`config.mk`:
```
export PLATFORM = sky130hd
export DESIGN_NAME = regex_dot_star_match_stream
export DESIGN_NICKNAME = d
export VERILOG_FILES = /design/src/hdl/rdsm_pkg.sv /design/src/hdl/regex_dot_star_match_stream.sv
export VERILOG_INCLUDE_DIRS = /design/src /design/src/hdl
export SDC_FILE = /design/constraint.sdc
export NUM_CORES = 1
export LEC_CHECK = 0
export BUFFER_PORTS_ARGS = -buffer_cell sky130_fd_sc_hd__clkbuf_2
export CAP_MARGIN = 25
export CORE_ASPECT_RATIO = 1.1
export CORE_MARGIN = 2
export CORE_UTILIZATION = 35
export DETAILED_ROUTE_END_ITERATION = 16
export PLACE_DENSITY = 0.51
export SYNTH_ARGS = -nofsm -noshare
export SYNTH_HDL_FRONTEND = slang
export SYNTH_SLANG_ARGS = --single-unit
```
`constraint.sdc`:
```
create_clock -name clk -period 8.32 [get_ports clk]
set_clock_uncertainty 0.1 [all_clocks]
set_input_delay 0.832 -clock clk [delete_from_list [all_inputs] [get_ports clk]]
set_output_delay 0.832 -clock clk [all_outputs]
set_load 0.1 [all_outputs]
```
`src/hdl/regex_dot_star_match_stream_assert.svh`:
```
// Assertion macros for the streaming dot-star matcher.
// Included by the RTL files that carry concurrent assertions.
// Synthesis builds define SYNTH so that the macros expand to nothing.
`ifndef REGEX_DOT_STAR_MATCH_STREAM_ASSERT_SVH
`define REGEX_DOT_STAR_MATCH_STREAM_ASSERT_SVH

`ifndef SYNTH
// Same-cycle implication, disabled while reset is asserted.
`define RDSM_ASSERT_IMPL(label, clk_sig, rstn_sig, ante, cons) \
    label: assert property (@(posedge clk_sig) disable iff (!rstn_sig) \
        (ante) |-> (cons)) else $error("rdsm assertion failed");
// Next-cycle implication, disabled while reset is asserted.
`define RDSM_ASSERT_NEXT(label, clk_sig, rstn_sig, ante, cons) \
    label: assert property (@(posedge clk_sig) disable iff (!rstn_sig) \
        (ante) |=> (cons)) else $error("rdsm assertion failed");
`else
`define RDSM_ASSERT_IMPL(label, clk_sig, rstn_sig, ante, cons)
`define RDSM_ASSERT_NEXT(label, clk_sig, rstn_sig, ante, cons)
`endif

`endif

```
`src/hdl/rdsm_pkg.sv`:
```
// Package for the streaming dot-star matcher: sizes, register indexes
// and the wildcard byte code. No dependencies.
`timescale 1ns / 1ps

package rdsm_pkg;

    localparam int MAX_TOKENS_DEFAULT = 32;
    localparam int CFG_TOKENS = 32;
    localparam int CFG_INDEX_W = 3;
    localparam int CFG_DATA_W = 64;
    localparam int TOKEN_COUNT_W = 6;

    localparam logic [7:0] ANY_BYTE = 8'd46;

    localparam logic [CFG_INDEX_W-1:0] REG_PATTERN_0 = 3'd0;
    localparam logic [CFG_INDEX_W-1:0] REG_PATTERN_1 = 3'd1;
    localparam logic [CFG_INDEX_W-1:0] REG_PATTERN_2 = 3'd2;
    localparam logic [CFG_INDEX_W-1:0] REG_PATTERN_3 = 3'd3;
    localparam logic [CFG_INDEX_W-1:0] REG_STAR_MASK = 3'd4;
    localparam logic [CFG_INDEX_W-1:0] REG_TOKEN_COUNT = 3'd5;

endpackage

```
`src/hdl/regex_dot_star_match_stream.sv`:
```
// Streaming full-string matcher for patterns of literal bytes, '.' and '*'.
// Depends on rdsm_pkg and the assertion macros in the included header.
// The set of reachable pattern positions is updated bit-parallel per byte.
//
//   Channel   Signals                              Direction  Item
//   text      text_valid/text_ready + 3 fields     in         one text byte
//   result    result_valid/result_ready + 2 fields out        one match flag
//   cfg       cfg_write, cfg_index, cfg_data       in         register write
//
// One item is taken every cycle unless a stall blocks it; each result is offered
// after its item is taken (input register, then result register).
// The update of the position set, with two log-depth star closures, sits
// between those two registers and sets the clock period.
// Reset clears the position set, the configuration and both valid flags.
// A stalled result holds the input register; the block still takes an item
// while a finished result waits, as long as that register is empty.
`timescale 1ns / 1ps
`include "regex_dot_star_match_stream_assert.svh"

module regex_dot_star_match_stream #(
    parameter int MAX_TOKENS = rdsm_pkg::MAX_TOKENS_DEFAULT
) (
    input  logic                             clk,
    input  logic                             rst_n,
    input  logic                             text_valid,
    output logic                             text_ready,
    input  logic [7:0]                       text_byte,
    input  logic                             first_of_text,
    input  logic                             last_of_text,
    output logic                             result_valid,
    input  logic                             result_ready,
    output logic                             whole_match,
    output logic                             end_of_text,
    input  logic                             cfg_write,
    input  logic [rdsm_pkg::CFG_INDEX_W-1:0] cfg_index,
    input  logic [rdsm_pkg::CFG_DATA_W-1:0]  cfg_data
);

    import rdsm_pkg::*;

    localparam int W = MAX_TOKENS + 1;
    localparam int N_W = $clog2(MAX_TOKENS + 1);
    localparam int LEVELS = $clog2(W);

    logic [3:0][CFG_DATA_W-1:0] pattern_reg;
    logic [CFG_TOKENS-1:0]      star_mask_reg;
    logic [TOKEN_COUNT_W-1:0]   token_count_reg;

    logic       in_valid_reg;
    logic [7:0] text_byte_reg;
    logic       first_reg;
    logic       last_reg;

    logic       result_valid_reg;
    logic       whole_match_reg;
    logic       end_of_text_reg;
    logic       whole_match_next;

    logic [W-1:0] active_reg;
    logic [W-1:0] active_next;

    logic                  advance;
    logic [N_W-1:0]        n_tokens;
    logic [W-1:0]          keep_mask;
    logic [W-1:0]          end_mask;
    logic [MAX_TOKENS-1:0] live_mask;
    logic [MAX_TOKENS-1:0] tok_star;
    logic [MAX_TOKENS-1:0] tok_hit;
    logic [W-1:0]          prop;
    logic [W-1:0]          start_set;
    logic [W-1:0]          closed_set;
    logic [MAX_TOKENS-1:0] step_hit;
    logic [W-1:0]          raw_next;

    // Marks every position reachable from a seed by skipping starred tokens.
    // Bit j of pass allows a move from position j-1 into position j.
    function automatic logic [W-1:0] star_closure(input logic [W-1:0] seed,
                                                  input logic [W-1:0] pass_in);
        logic [W-1:0] gen;
        logic [W-1:0] pass;
        logic [W-1:0] gen_n;
        logic [W-1:0] pass_n;
        gen = seed;
        pass = pass_in;
        for (int lvl = 0; lvl < LEVELS; lvl++)
        begin
            for (int j = 0; j < W; j++)
            begin
                if (j >= (1 << lvl))
                begin
                    gen_n[j] = gen[j] | (pass[j] & gen[j - (1 << lvl)]);
                    pass_n[j] = pass[j] & pass[j - (1 << lvl)];
                end
                else
                begin
                    gen_n[j] = gen[j];
                    pass_n[j] = 1'b0;
                end
            end
            gen = gen_n;
            pass = pass_n;
        end
        return gen;
    endfunction

    assign advance = in_valid_reg && (!result_valid_reg || result_ready);
    assign text_ready = !in_valid_reg || advance;

    assign result_valid = result_valid_reg;
    assign whole_match = whole_match_reg;
    assign end_of_text = end_of_text_reg;

    always_ff @(posedge clk or negedge rst_n)
    begin
        if (!rst_n)
        begin
            pattern_reg <= '0;
            star_mask_reg <= '0;
            token_count_reg <= '0;
        end
        else if (cfg_write)
        begin
            unique case (cfg_index) inside
                REG_PATTERN_0, REG_PATTERN_1, REG_PATTERN_2, REG_PATTERN_3:
                begin
                    pattern_reg[cfg_index[1:0]] <= cfg_data;
                end
                REG_STAR_MASK:
                begin
                    star_mask_reg <= cfg_data[CFG_TOKENS-1:0];
                end
                REG_TOKEN_COUNT:
                begin
                    token_count_reg <= cfg_data[TOKEN_COUNT_W-1:0];
                end
                default:
                begin
                end
            endcase
        end
    end

    always_comb
    begin
        if (int'(token_count_reg) > MAX_TOKENS)
        begin
            n_tokens = N_W'(MAX_TOKENS);
        end
        else
        begin
            n_tokens = N_W'(token_count_reg);
        end
        for (int j = 0; j < W; j++)
        begin
            keep_mask[j] = (32'(j) <= 32'(n_tokens));
            end_mask[j] = (32'(j) == 32'(n_tokens));
        end
        for (int j = 0; j < MAX_TOKENS; j++)
        begin
            live_mask[j] = (32'(j) < 32'(n_tokens));
        end
    end

    for (genvar j = 0; j < MAX_TOKENS; j++)
    begin : g_token
        if (j < CFG_TOKENS)
        begin : g_cfg
            assign tok_star[j] = star_mask_reg[j];
            assign tok_hit[j] = (pattern_reg[j / 8][(j % 8) * 8 +: 8] == text_byte_reg)
                || (pattern_reg[j / 8][(j % 8) * 8 +: 8] == ANY_BYTE);
        end
        else
        begin : g_zero
            assign tok_star[j] = 1'b0;
            assign tok_hit[j] = (text_byte_reg == 8'd0);
        end
    end

    always_comb
    begin
        prop = {tok_star & live_mask, 1'b0};
        start_set = (first_reg ? W'(1) : active_reg) & keep_mask;
        closed_set = star_closure(start_set, prop);
        step_hit = closed_set[MAX_TOKENS-1:0] & live_mask & tok_hit;
        raw_next = {1'b0, step_hit & tok_star} | {step_hit & ~tok_star, 1'b0};
        active_next = star_closure(raw_next, prop);
        whole_match_next = |(active_next & end_mask);
    end

    always_ff @(posedge clk or negedge rst_n)
    begin
        if (!rst_n)
        begin
            in_valid_reg <= 1'b0;
            result_valid_reg <= 1'b0;
            active_reg <= '0;
        end
        else
        begin
            if (text_ready)
            begin
                in_valid_reg <= text_valid;
            end
            if (advance)
            begin
                result_valid_reg <= 1'b1;
                active_reg <= active_next;
            end
            else if (result_ready)
            begin
                result_valid_reg <= 1'b0;
            end
        end
    end

    always_ff @(posedge clk)
    begin
        if (text_valid && text_ready)
        begin
            text_byte_reg <= text_byte;
            first_reg <= first_of_text;
            last_reg <= last_of_text;
        end
        if (advance)
        begin
            whole_match_reg <= whole_match_next;
            end_of_text_reg <= last_reg;
        end
    end

    `RDSM_ASSERT_IMPL(a_stall_cause, clk, rst_n, !text_ready,
        in_valid_reg && result_valid_reg && !result_ready)
    `RDSM_ASSERT_NEXT(a_advance_shows, clk, rst_n, advance, result_valid_reg)
    `RDSM_ASSERT_NEXT(a_state_holds, clk, rst_n, !advance, $stable(active_reg))
    `RDSM_ASSERT_NEXT(a_empty_pattern, clk, rst_n, advance && (token_count_reg == '0),
        !whole_match_reg)

endmodule
```
==> impl_metrics.tcl <==
set metrics [dict create \
    status "finished clean" \
    cts_tree "built" \
    tightestPinTransition_ns 1.078 \
    met3_usage_pct 3.524 \
    grt_first_pass_wirelength_um 107300 \
    worst-path-max-fanout 27 \
    worst_ep_required_time_ns 8.53 \
    cts_sinks 340 \
    dp_cells 2758 \
    grt_use_met2_pct 37.80 \
    stdcell_count 2832 \
    largest_register_ffs 256 \
    synth_mux_area_share_pct 15.60 \
    cts-resized-gates 0 \
    firstDrtPassIters 5 \
    async_reset_ff_share_pct 96.47 \
    syn_avg_cell_area_um2 10.24 \
    die_h_um 257.0 \
    ys_top_cells_by_area "dfrtp_1, mux2_2, xor2_1" \
    yosysWarnings 0 \
    initial_core_util_pct 35.45 \
    dieWidth_um 234.0 \
    drt_iter0_markers 1148 \
    drtAntennaViolNets 0 \
    multi_input_area_um2 11220 \
    netlist.top_cell.by_area "dfrtp_1" \
    grt_max_degree 91 \
    period_share_pct 69.30 \
    synth_top_family_by_area "simple AND/OR/NAND/NOR gates" \
    ys_seq_elements 340 \
    n_antenna_cell 0 \
    die_area_um2 60120 \
    r2r_setup_slack_ns 2.55 \
    ys_types 90 \
    area_growth_pct 13.06 \
    core_area_um2 57440 \
    path_class "register to register" \
    routed_wl_um 70040 \
    final_core_util_pct 40.08 \
    fill_cells 5630 \
    cap_violations 0 \
    drc 0 \
    max-vdd-ir-drop_v 0.0001602 \
    ioPinCount 86 \
    timing.rr.end "whole_match" \
    seq_area_frac_synth_pct 42.08 \
    busiest_layer "met2" \
    insertion_delay_ns 0.58 \
    track_usage_pct 23.34 \
    place.gp.congestion 0.9624 \
    vias 16440 \
    synth_compound_area_share_pct 12.70 \
    setup_tns_ns 0 \
    yosys-top-cells-count "dfrtp_1, mux2_2, xor2_1" \
    rr_worst_depth 15 \
    fmax_mhz 173.4 \
    critPathLaunchType "register" \
    grt_overflow 0 \
    synth-simple-area-share_pct 15.68 \
    grt_use_met1_pct 31.95 \
    clk_pin_slew_ns 0.07 \
    yosys_most_used_dff "dfrtp_1" \
    numCtsBuffers 40 \
    cts_setup_buffers 0 \
    finalSetupViolations 0 \
    htree_levels 2 \
    rsz0062_at_grt "no" \
    synth_top_area_share_pct 40.31 \
    post_drt_wl_per_cell_um 24.73 \
    vias_per_cell 5.805 \
    syn_nets 2070 \
    finalCriticalPeriod_ns 5.766 \
    synthCells 1988 \
    synth_adder_area_share_pct 0 \
    clockBufferDepth 3 \
    p_leak_uw 0.009032 \
    fp-row-count 92 \
    port_buffers 85 \
    synth_xor_area_share_pct 11.01 \
    root_buffer "clkbuf_16" \
    finalNetCount 2131 \
    synth_area_um2 20360 \
    hold_violations 0 \
    yosysMostFrequentCell "dfrtp_1" \
    first_global_vias 16720 \
    power.density_nw_per_um2 238.2 \
    hold_class "input port to asynchronous set/reset pin" \
    antenna_found_initial 0 \
    r2r_start "token_count_reg[5]" \
    regArea_um2 8568 \
    hold_buffers 0 \
    relSlewSlack_pct 26.24 \
    place_hpwl_um 50280 \
    synth_edf_count 12 \
    slew_violations 0 \
    drive_above_1_share_pct 24.95 \
    endpoint_kind "register" \
    worst_ep_arrival_time_ns 5.98 \
]
## stage by stage
stage	area, µm²	setup slack, ns	total power (µW)	hold WS, ns
after floorplan	20360	4.284	3225	0.3003
after global placement	21610	2.531	3653	0.3136
after detailed placement	21640	2.778	3669	0.3189
after CTS	23010	2.746	5509	0.1770
after global routing	23020	2.370	5758	0.1976
final	23020	2.554	5483	0.1509
## where the power goes
group,switching [µW],internal (µW)
sequential,394,1990
combinational,702,578
clock,759,1060
## layout make-up
class | instances | area share [%]
flip-flops and latches | 340 | 37.22
multi-input cells | 1515 | 48.73
inverters | 23 | 0.3750
well taps | 752 | 4.087
clock buffers | 57 | 5.109
repair buffers | 129 | 3.663
clock inverters | 16 | 0.8207
## cell families (layout without fill, tap and decap cells)
kind of cell              count (synthesis)  count (layout)
and+or+nand+nor                         594             594
AOI/OAI and AO/OA                       383             383
DFF                                     340             340
muxes                                   282             282
xor gates and xnor gates                256             256
buffers and inverters                   133             225
## metal layers
layer	vias up	share of wire [%]
met5	-	0
li1	7443	-
met4	0	2.8
met2	561	47
met1	8317	45
met3	118	5.1
## worst max-delay path by stage
stage / from / slack [ns] / endpoint
6_report: token_count_reg[5] / 2.55 / whole_match
3_3_place_gp: token_count_reg[5] / 2.53 / whole_match
3_5_place_dp: token_count_reg[5] / 2.78 / whole_match
5_1_grt: token_count_reg[5] / 2.37 / whole_match
4_1_cts: token_count_reg[5] / 2.75 / whole_match
2_1_floorplan: token_count_reg[5] / 4.28 / whole_match
## worst max-delay path: stages, from the launching register on
cell	delay (ns)
dfrtp_1	0.54
buf_4	0.31
nor2_4	0.63
a21oi_1	0.47
a31oi_1	0.44
o21ai_0	0.21
a32oi_1	0.29
o21ai_0	0.13
a31oi_1	0.37
o21ai_0	0.33
a221oi_1	0.65
or3_1	0.20
nand4_1	0.09
nor4_1	0.30
nand3_1	0.11
or3_1	0.32
## cell usage in the layout, fill, tap and decap left out, drive strengths merged, types with 11 or more instances in the layout
cell type | netlist | layout
nand2 | 143 | 143
buf | 52 | 45
a21oi | 101 | 101
nor2 | 108 | 108
dfrtp | 328 | 328
nand4 | 35 | 35
o22ai | 15 | 15
nand3 | 28 | 28
a31oi | 15 | 15
nor2b | 14 | 14
mux2 | 282 | 282
nor4 | 81 | 81
xnor2 | 72 | 72
nor3 | 41 | 41
xor2 | 184 | 184
nand2b | 37 | 37
a211oi | 30 | 30
o21ai | 87 | 87
inv | 22 | 24
or3 | 11 | 11
a2111oi | 12 | 12
edfxtp | 12 | 12
nand4b | 32 | 32
and2 | 16 | 16
clkbuf | 58 | 141
o211ai | 19 | 19
Power figures use the tool's default switching activity.
